==> config.mk <==
export PLATFORM = sky130hd
export DESIGN_NAME = pngsu_recon
export DESIGN_NICKNAME = d
export VERILOG_FILES = /design/src/hw/rtl/pngsu_pkg.sv /design/src/hw/rtl/pngsu_recon.sv
export SDC_FILE = /design/constraint.sdc
export NUM_CORES = 1
export LEC_CHECK = 0
export BUFFER_PORTS_ARGS = -buffer_cell sky130_fd_sc_hd__buf_2
export CAP_MARGIN = 20
export CORE_MARGIN = 5
export CORE_UTILIZATION = 40
export CTS_BUF_LIST = sky130_fd_sc_hd__clkbuf_16
export DETAILED_ROUTE_END_ITERATION = 8
export PLACE_DENSITY = 0.64
export SYNTH_ARGS = -nofsm -noshare
export SYNTH_HDL_FRONTEND = slang
export SYNTH_SLANG_ARGS = --single-unit
==> constraint.sdc <==
create_clock -name clk -period 35.7 [get_ports clk]
set_clock_uncertainty 0.05 [all_clocks]
set_input_delay 7.14 -clock clk [delete_from_list [all_inputs] [get_ports clk]]
set_output_delay 7.14 -clock clk [all_outputs]
set_load 0.02 [all_outputs]
==> src/hw/rtl/pngsu_pkg.sv <==
// Shared constants, codes and types for the PNG scanline unfilter.
`default_nettype none
package pngsu_pkg;

    localparam int MAX_ROW_BYTES   = 8192;
    localparam int MAX_PIXEL_BYTES = 8;

    // Configuration field widths
    localparam int RB_W  = 14;
    localparam int PB_W  = 4;
    localparam int RC_W  = 16;
    localparam int ROW_W = 16;

    localparam int COL_W    = $clog2(MAX_ROW_BYTES);
    localparam int PB_IDX_W = (MAX_PIXEL_BYTES > 1) ? $clog2(MAX_PIXEL_BYTES) : 1;
    // Wide enough for column + 1 and for the clamped row length
    localparam int CNT_W    = ((COL_W > RB_W) ? COL_W : RB_W) + 1;

    localparam int CFG_IDX_W  = 2;
    localparam int CFG_DATA_W = 16;

    typedef enum logic [CFG_IDX_W-1:0] {
        REG_ROW_BYTES   = 2'd0,
        REG_PIXEL_BYTES = 2'd1,
        REG_ROW_COUNT   = 2'd2
    } cfg_idx_t;

    typedef enum logic [2:0] {
        FILT_NONE  = 3'd0,
        FILT_SUB   = 3'd1,
        FILT_UP    = 3'd2,
        FILT_AVG   = 3'd3,
        FILT_PAETH = 3'd4
    } filt_t;

    // One image byte on its way through the reconstruct stage
    typedef struct packed {
        logic [7:0]       x;
        filt_t            filt;
        logic             bad;
        logic             have_left;
        logic             row_nz;
        logic             row_end;
        logic             image_end;
        logic [COL_W-1:0] col;
    } s1_t;

endpackage
`default_nettype wire

==> src/hw/rtl/pngsu_recon.sv <==
// Reconstruct stage: neighbor histories and the five PNG predictors.
`default_nettype none
module pngsu_recon (
    input  wire logic                             clk,
    input  wire logic                             rst_n,
    input  wire pngsu_pkg::s1_t                   s1,
    input  wire logic [7:0]                       b_mem,
    input  wire logic [pngsu_pkg::PB_IDX_W-1:0]   pb_idx,
    input  wire logic                             push,
    output      logic [7:0]                       val
);

    logic [7:0] left_reg [pngsu_pkg::MAX_PIXEL_BYTES];
    logic [7:0] ul_reg   [pngsu_pkg::MAX_PIXEL_BYTES];
    logic [7:0] a, b, c, pred;
    logic [8:0] avg_sum;

    function automatic logic [7:0] paeth(input logic [7:0] pa_in, input logic [7:0] pb_in,
                                         input logic [7:0] pc_in);
        logic signed [10:0] sa, sb, sc, da, db, dc;
        logic [9:0]         ma, mb, mc;
        sa = $signed({3'b000, pa_in});
        sb = $signed({3'b000, pb_in});
        sc = $signed({3'b000, pc_in});
        // p - a = b - c, p - b = a - c, p - c = a + b - 2c
        da = sb - sc;
        db = sa - sc;
        dc = sa + sb - sc - sc;
        ma = da[10] ? 10'(-da) : 10'(da);
        mb = db[10] ? 10'(-db) : 10'(db);
        mc = dc[10] ? 10'(-dc) : 10'(dc);
        if (ma <= mb && ma <= mc)
            return pa_in;
        else if (mb <= mc)
            return pb_in;
        else
            return pc_in;
    endfunction

    always_comb
    begin
        a = s1.have_left ? left_reg[pb_idx] : 8'd0;
        b = s1.row_nz ? b_mem : 8'd0;
        c = (s1.have_left && s1.row_nz) ? ul_reg[pb_idx] : 8'd0;
        avg_sum = {1'b0, a} + {1'b0, b};
        case (s1.filt)
            pngsu_pkg::FILT_SUB:   pred = a;
            pngsu_pkg::FILT_UP:    pred = b;
            pngsu_pkg::FILT_AVG:   pred = avg_sum[8:1];
            pngsu_pkg::FILT_PAETH: pred = paeth(a, b, c);
            default:               pred = 8'd0;
        endcase
        val = s1.x + pred;
    end

    // Shift in newest byte at position zero
    always_ff @(posedge clk or negedge rst_n)
    begin
        if (!rst_n)
        begin
            for (int i = 0; i < pngsu_pkg::MAX_PIXEL_BYTES; i++)
            begin
                left_reg[i] <= 8'd0;
                ul_reg[i]   <= 8'd0;
            end
        end
        else if (push)
        begin
            left_reg[0] <= val;
            ul_reg[0]   <= b;
            for (int i = 1; i < pngsu_pkg::MAX_PIXEL_BYTES; i++)
            begin
                left_reg[i] <= left_reg[i-1];
                ul_reg[i]   <= ul_reg[i-1];
            end
        end
    end

endmodule
`default_nettype wire

==> results of run 1 <==
-- final timing paths --
path                                end  slack [ps]
max reg2reg                left_reg[62]       26390
min                         left_reg[0]         450
min in group asynchronous    ul_reg[26]        6780
max                              val[6]       11710
min reg2reg                 left_reg[0]         450
max in group asynchronous  left_reg[26]       27550
-- logic make-up (layout without fill, tap and decap cells) --
kind of cell,count (synthesis),count (layout),share of synthesized area (%)
AND/OR/NAND/NOR,222,222,11.3
multiplexers,173,173,22.7
XOR/XNOR,57,57,5.08
AO/OA/AOI/OAI,177,177,13.0
buffers and inverters,80,124,3.49
flip-flops,128,128,32.6
other,2,4,0.0765
adder cells (fa/ha/maj),88,88,11.8
-- layer usage --
metal  vias to the layer above  GRT usage, %  share of wire (%)
li1                       3502             -                  -
met1                      3487          22.7                 47
met2                       142          26.9                 46
met3                        40          2.47                3.3
met4                         0          5.83                3.5
met5                         -             0                  0
-- final cells by class --
| class | instances | area, um2 | area share [%] |
|---|---|---|---|
| Clock buffer | 17 | 425 | 3.90 |
| Clock inverter | 15 | 160 | 1.47 |
| Inverter | 48 | 180 | 1.65 |
| Multi-Input combinational cell | 721 | 6280 | 57.6 |
| Sequential cell | 128 | 3200 | 29.4 |
| Tap cell | 324 | 405 | 3.72 |
| Timing Repair Buffer | 44 | 248 | 2.27 |
-- layout by cell type, fill, tap and decap left out, types with 6 or more instances in the layout --
| cell | netlist | layout |
|---|---|---|
| nor4_1 | 6 | 6 |
| mux2_2 | 132 | 132 |
| dfrtp_1 | 128 | 128 |
| inv_1 | 47 | 47 |
| nor3_1 | 15 | 15 |
| o21a_1 | 8 | 8 |
| fa_1 | 8 | 8 |
| a21o_1 | 19 | 19 |
| nand4_1 | 10 | 10 |
| nand3_1 | 16 | 16 |
| and2_1 | 9 | 9 |
| and3_1 | 9 | 9 |
| o211ai_1 | 6 | 6 |
| mux4_2 | 26 | 26 |
| ha_1 | 79 | 79 |
| buf_4 | 2 | 11 |
| o21ai_0 | 30 | 30 |
| mux2i_1 | 14 | 14 |
| buf_2 | 4 | 32 |
| xnor2_1 | 41 | 41 |
| nor2b_1 | 9 | 9 |
| clkbuf_16 | 0 | 17 |
| a31oi_1 | 9 | 9 |
| nor2_1 | 43 | 43 |
| nand2b_1 | 9 | 9 |
| nand2_1 | 72 | 72 |
| xor2_1 | 16 | 16 |
| a21oi_1 | 40 | 40 |
-- through the flow --
step           worst slack (ps)  hold WS, ps  cell area (um2)  util [%]  instances
2_1_floorplan             13340          410             9830         -        929
3_3_place_gp              11870          437            10300      42.5       1264
3_5_place_dp              11910          445            10300      42.5       1264
4_1_cts                   11870          458            10900      45.0       1296
5_1_grt                   11090          483            10900      45.0       1297
6_report                  11710          455            10900      45.0       1297
-- worst register-to-register path, delay by kind of cell, from the launching register on --
| family | cells | cell delay [ps] |
|---|---|---|
| AO/OA/AOI/OAI | 17 | 3990 |
| adder cells (fa/ha/maj) | 6 | 2040 |
| AND/OR/NAND/NOR | 5 | 950 |
| XOR/XNOR | 4 | 920 |
| multiplexers | 4 | 770 |
| flip-flops | 1 | 360 |
| buffers and inverters | 2 | 140 |
==> impl_metrics.yaml, run 1 <==
status:
  status: "finished, final reports clean"
cts:
  cts_tree: "yes"
  clkSinkCount: 128
  ctsHoldBuffers: 0
  cts_max_path_buffers: 2
  cts_max_level: 4
  post_cts_resized: 0
  clk_latency_ps: 410
  cts_made_buffers: 17
  clkSlewWorstSetupHoldPaths_ps: 50
  root_buffer: "clkbuf_16"
  cts_setup_buffers: 0
timing:
  fmax_mhz: 41.7
  finalHoldViolations: 0
  rsz0062_at_grt: "false"
  fin_crit_sh_pct: 67.2
  period_needed_ps: 23990
  report.final.slew_viol_count: 0
  max_slew.worst_pin.slew_ps: 1000
  totalNegativeSetupSlack_ps: 0
  setup_viol: 0
  maxSlewHeadroom_pct: 33.0
setup_path:
  cp.depth: 40
  startpoint: "pb_idx[0]"
  slowest_stage: "buf_4"
  worstReg2RegStart: "ul_reg[17]"
  cpLargestDelayFamily: "compound AO/OA/AOI/OAI gates"
  crit_path_start_kind: "input port"
  path_class: "in2out"
  worstPathMaxFanout: 35
  cp-end-kind: "output port"
  reg2reg_depth: 38
  cp.required_ps: 28510
  worstPathArrival_ps: 16800
  cp.buffers_inverters: 5
  cp_slowest_stage_delay_ps: 540
floorplanning:
  rows: 57
  start_util_pct: 40.5
  core_um2: 24200
  dieArea_um2: 27800
  io_pins: 51
  fp.dieH_um: 167
  die_width_um: 167
job:
  drv_cap: 0
logic_synthesis:
  syn_area_um2: 9820
  ys_seq_elements: 128
  synth_cells: 927
  synth_edf_count: 0
  synth_most_common_cell: "mux2_2"
  yosys_warnings: 0
  synth_top_area_share_pct: 32.6
  async_flop_share_pct: 100
  ys.flop_type: "dfrtp_1"
  yosysUniqueCellTypes: 81
  synth_area_leaders: "dfrtp_1 (33%), mux2_2 (15%), ha_1 (10%), mux4_2 (6.0%), xnor2_1 (3.7%)"
  ys_top_cells_by_count: "mux2_2 (132), dfrtp_1 (128), ha_1 (79)"
  synth.avg_cell_area_um2: 10.6
  ys_seq_area_share_pct: 32.6
  yosys.area.top_type: "dfrtp_1"
routing:
  vias: 7171
  drtAntennaViolNets: 0
  drtIter0Drc: 454
  drc: 0
  wl_um: 22900
  viasPerCell: 5.53
  first_pass_iters: 5
  wire_per_inst_um: 17.7
final_layout:
  diodes: 0
  fillCellCount: 2312
  drive_gt1_share_pct: 26.4
  syn_to_final_growth_pct: 11.0
  nNetsFinal: 1090
place:
  place_hpwl_um: 16900
  globalplace.congestion: 0.855
  placement.io_buffers: 34
hold_path:
  worstHoldPathType: "reg2reg"
  hold_path_depth: 1
  hp-start: "left_reg[0]"
grt:
  overflow: 0
  antenna_found_initial: 0
  grt_pass1_vias: 7209
  grt_max_degree: 83
  track_usage_pct: 16.6
  grt_pass1_wl_um: 37800
Power of run 1 is not shown: default switching activity piles up to over one toggle a cycle in this logic, so the estimate is an artifact.
==> run 2: changes to the inputs <==
Settings changed: ABC_AREA set to 1.
Clock period 35.7 ns to 24.7 ns, I/O delays scaled along.
==> run 2 against run 1 <==
Compared with the run above: critical endpoint is now val[7]; die area up 1.8%; register-to-register slack worse by 9900 ps; count of clock-buffer cells in the layout unchanged; critical path type unchanged; worst setup slack lost 6000 ps; first-iteration DRC count up 43%; area after synthesis grew 1.9%; final area grew 0.73%; critical path depth is 9 higher; non-clock buffer count down 5; wire length rose by 8.7%.
==> impl_metrics.yaml, run 2 <==
logic_synthesis:
  ys_top_cells_by_count: "nand2_1 (330), inv_1 (191), o21ai_0 (188)"
  synth_edf_count: 0
  synth_top_area_share_pct: 32.0
  ys_seq_area_share_pct: 32.0
  yosys.area.top_type: "dfrtp_1"
  synth_cells: 1386
  async_flop_share_pct: 100
  ys.flop_type: "dfrtp_1"
  synth_most_common_cell: "nand2_1"
  synth.avg_cell_area_um2: 7.22
  ys_seq_elements: 128
  yosys_warnings: 0
  synth_area_leaders: "dfrtp_1 (32%), nand2_1 (12%), ha_1 (9.9%), o21ai_0 (9.4%), inv_1 (7.2%)"
  syn_area_um2: 10000
  yosysUniqueCellTypes: 54
setup_path:
  path_class: "in2out"
  cp_slowest_stage_delay_ps: 610
  slowest_stage: "o211ai_1"
  cp.depth: 49
  cp_common_cell: "inv_1"
  cp.buffers_inverters: 12
  cp.required_ps: 19710
  worstPathMaxFanout: 68
  crit_path_start_kind: "input port"
  worstPathArrival_ps: 13970
  reg2reg_depth: 47
  cpLargestDelayFamily: "compound AO/OA/AOI/OAI gates"
  cp-end-kind: "output port"
grt:
  antenna_found_initial: 0
  track_usage_pct: 18.0
  overflow: 0
  grt_max_degree: 119
  grt_pass1_wl_um: 42200
  grt_pass1_vias: 8450
cts:
  cts_tree: "yes"
  cts_made_buffers: 17
  cts_setup_buffers: 0
  clk_latency_ps: 420
  post_cts_resized: 0
  clkSlewWorstSetupHoldPaths_ps: 60
  root_buffer: "clkbuf_16"
  cts_max_level: 4
  ctsHoldBuffers: 0
  clkSinkCount: 128
  cts_max_path_buffers: 2
floorplanning:
  fp.dieH_um: 168
  rows: 58
  die_width_um: 168
  core_um2: 24900
  dieArea_um2: 28300
  io_pins: 51
  start_util_pct: 40.2
job:
  drv_cap: 0
routing:
  wl_um: 24900
  drc: 0
  vias: 8877
  drtAntennaViolNets: 0
  viasPerCell: 5.11
  drtIter0Drc: 648
  first_pass_iters: 6
  wire_per_inst_um: 14.4
final_layout:
  fillCellCount: 2525
  nNetsFinal: 1523
  mostFrequentLayoutCell: "nand2_1"
  drive_gt1_share_pct: 10.5
  utilization_pct: 44.1
  final_cell_mix: "nand2_1 (330), inv_1 (192), o21ai_0 (188), dfrtp_1 (128), a21oi_1 (95)"
  syn_to_final_growth_pct: 9.75
  diodes: 0
timing:
  fin_crit_sh_pct: 76.7
  rsz0062_at_grt: "false"
  period_needed_ps: 18960
  max_slew.worst_pin.slew_ps: 1020
  maxSlewHeadroom_pct: 31.8
  fmax_mhz: 52.8
  report.final.slew_viol_count: 0
  setup_viol: 0
  finalHoldViolations: 0
  totalNegativeSetupSlack_ps: 0
power_and_ir_drop:
  p_per_area_nw_per_um2: 101
  p_leak_nw: 5.54
  max-vdd-ir-drop_mv: 0.103
place:
  place_hpwl_um: 18000
  placement.io_buffers: 34
  globalplace.congestion: 0.875
hold_path:
  hold_path_depth: 2
  worstHoldPathType: "reg2reg"
status:
  status: "finished, final reports clean"
==> run 2: worst reg2reg max path, delay by kind of cell, from the launching register on <==
kind | cells | cell delay (ps)
xor+xnor | 3 | 490
compound gates | 13 | 2300
buf+inv | 8 | 840
flops | 1 | 360
fa+ha+maj | 5 | 1860
simple gates | 18 | 2170
==> run 2: through the flow <==
stage                     hold slack [ps]  area (um2)  total power (W)  setup slack, ps  cells
after detailed placement              415       10400         0.000866             5760   1704
final                                 428       11000          0.00111             5740   1736
after floorplan                       398       10000         0.000732             7930   1388
after global placement                405       10400         0.000849             5800   1704
after CTS                             431       11000          0.00112             5710   1736
after global routing                  448       11000          0.00123             4680   1736
==> run 2: kinds of logic (layout without fill, tap and decap cells) <==
kind of cell / after synthesis / count (layout) / share of synthesized area (%)
adder cells (fa/ha/maj): 87 / 87 / 11.5
AND/OR/NAND/NOR: 536 / 536 / 24.2
other: 2 / 4 / 0.0750
AO/OA/AOI/OAI: 339 / 339 / 18.6
XOR/XNOR: 34 / 34 / 3.42
buffers and inverters: 260 / 278 / 10.3
flip-flops: 128 / 128 / 32.0
==> run 2: path summary, 6_finish.rpt <==
path	start	endpoint	slack, ps
max	pb_idx[0]	val[7]	5740
min in group asynchronous	rst_n	left_reg[18]	4410
min reg2reg	left_reg[18]	left_reg[10]	430
max in group asynchronous	rst_n	ul_reg[23]	18830
max reg2reg	ul_reg[44]	left_reg[63]	16530
min	left_reg[18]	left_reg[10]	430
==> run 2: layer usage <==
metal	up-vias	GRT usage (%)	wire [um]
met5	-	0	0
met3	8	1.85	833
met1	4164	24.5	11600
li1	4544	-	-
met4	0	3.46	176
met2	161	31.3	12300
==> run 2: final cells by class <==
| class | instances | area (um2) | share of cell area [%] |
|---|---|---|---|
| Sequential cell | 128 | 3200 | 29.2 |
| Inverter | 207 | 785 | 7.14 |
| Timing Repair Buffer | 39 | 216 | 1.97 |
| Multi-Input combinational cell | 1000 | 5780 | 52.6 |
| Clock buffer | 17 | 425 | 3.87 |
| Clock inverter | 15 | 160 | 1.46 |
| Tap cell | 330 | 413 | 3.76 |
==> run 2: power breakdown <==
| group | switching (W) | total (W) | internal, W |
|---|---|---|---|
| sequential | 0.0000232 | 0.000274 | 0.000251 |
| clock | 0.0000984 | 0.000248 | 0.000150 |
| combinational | 0.000383 | 0.000591 | 0.000208 |
| total | 0.000505 | 0.00111 | 0.000608 |
Power figures use the tool's default switching activity.
==> run 3: changes to the inputs <==
Settings changed: ABC_AREA 1 to 0.
Clock period 24.7 ns to 17.9 ns, I/O delays scaled along.
==> run 3 against run 2 <==
Compared with the run above: count of clock-buffer cells in the layout unchanged; final area is 0.48% lower; total power rose by 120%; die area fell by 1.8%; sequential power is 69% higher; global-route usage shrank 1.2 points; combinational power rose to 2.7 times the previous value; critical path type unchanged; largest cell class unchanged; largest power group unchanged; highest routed layer unchanged.
==> impl_metrics.yaml, run 3 (same netlist as run 1, synthesis figures left out) <==
place:
  globalplace.congestion: 0.869
  dpl.cell_count: 1265
  place_hpwl_um: 17600
  placement.io_buffers: 34
routing:
  viasPerCell: 5.54
  wl_met3_um: 851
  vias: 7188
  wl_um: 23200
  drtAntennaViolNets: 0
  drtIter0Drc: 440
  wl_met1_um: 10700
  drc: 0
  wire_per_inst_um: 17.9
  first_pass_iters: 5
  top_layer: "met4"
  wl_met2_um: 11000
setup_path:
  worstPathArrival_ps: 12990
  cp-end-kind: "output port"
  cp.required_ps: 14270
  path_class: "in2out"
  slowest_stage: "a21oi_1"
  crit_path_start_kind: "input port"
  worstPathMaxFanout: 14
  cp_common_cell: "nand2_1"
  cp_slowest_stage_delay_ps: 570
cts:
  cts_tree: "yes"
  cts_max_level: 4
  post_cts_resized: 0
  cts_max_path_buffers: 2
  ctsHoldBuffers: 0
  root_buffer: "clkbuf_16"
  cts_setup_buffers: 0
  clkSlewWorstSetupHoldPaths_ps: 50
  cts_made_buffers: 17
  clkSinkCount: 128
  clk_latency_ps: 410
timing:
  fmax_mhz: 60.2
  fin_crit_sh_pct: 92.8
  max_slew.worst_pin.slew_ps: 1080
  maxSlewHeadroom_pct: 28.3
  period_needed_ps: 16620
  rsz0062_at_grt: "false"
  finalHoldViolations: 0
  totalNegativeSetupSlack_ps: 0
  setup_viol: 0
  report.final.slew_viol_count: 0
grt:
  antenna_found_initial: 0
  overflow: 0
  track_usage_pct: 16.8
  grt_pass1_wl_um: 37800
  grt_pass1_vias: 7125
  grt_max_degree: 88
final_layout:
  nNetsFinal: 1090
  fin_cells: 1297
  mostFrequentLayoutCell: "mux2_2"
  drive_gt1_share_pct: 26.2
  syn_to_final_growth_pct: 11.3
  utilization_pct: 45.1
  final_cell_mix: "mux2_2 (132), dfrtp_1 (128), ha_1 (79), nand2_1 (72), inv_1 (48)"
  diodes: 0
floorplanning:
  rows: 57
  dieArea_um2: 27800
  io_pins: 51
  fp.dieH_um: 167
  die_width_um: 167
  core_um2: 24200
  start_util_pct: 40.5
power_and_ir_drop:
  p_comb_share_pct: 66.2
  power_w: 0.00242
  p_per_area_nw_per_um2: 221
  max-vdd-ir-drop_mv: 0.130
  clockPowerShare_pct: 14.7
  net-switching-power_w: 0.00110
  p_sw_share_pct: 45.4
  p_leak_nw: 4.84
  power_frac_seq_pct: 19.1
  p_int_w: 0.00132
status:
  status: "finished, final reports clean"
hold_path:
  worstHoldPathType: "reg2reg"
job:
  drv_cap: 0
-- run 3: cell type report --
cell class,count,area (um2)
Sequential cell,128,3200
Multi-Input combinational cell,721,6280
Fill cell,2318,13300
Tap cell,324,405
Timing Repair Buffer,44,250
Clock inverter,15,185
Inverter,48,180
Clock buffer,17,425
-- run 3: through the flow --
stage / setup slack, ps / hold WS (ps) / instance area, um2
after floorplan: 2660 / 410 / 9830
after global placement: 1410 / 433 / 10300
after detailed placement: 1370 / 443 / 10300
after CTS: 1310 / 456 / 10900
after global routing: 585 / 464 / 10900
final: 1280 / 453 / 10900
-- run 3: worst max-delay path: cells and delay by family --
kind | cells | cell delay (ps)
AND/OR/NAND/NOR | 10 | 1330
multiplexers | 3 | 910
XOR/XNOR | 3 | 740
adder cells (fa/ha/maj) | 6 | 2210
AO/OA/AOI/OAI | 14 | 3030
buffers and inverters | 5 | 1150
-- run 3: per-layer routing --
metal,vias up,GRT usage (%)
li1,3504,-
met1,3500,22.8
met2,148,27.7
met3,36,1.97
met4,0,6.15
met5,-,0
-- run 3: path summary, 6_finish.rpt --
path,start,endpoint,depth (start not counted),slack [ps]
hold / removal,left_reg[0],left_reg[0],1,450
max in group asynchronous,rst_n,left_reg[18],2,13250
hold reg to reg,left_reg[0],left_reg[0],1,450
setup reg to reg,left_reg[21],left_reg[62],39,8590
setup / recovery,pb_idx[0],val[6],41,1280
min in group asynchronous,rst_n,ul_reg[6],1,3150
-- run 3: power by group through the flow --
stage	registers (W)	logic, W	clock network, W
floorplan	0.000442	0.00125	0
global placement	0.000460	0.00156	0
detailed placement	0.000466	0.00159	0
CTS	0.000462	0.00160	0.000361
global route	0.000477	0.00180	0.000373
finish	0.000462	0.00160	0.000355
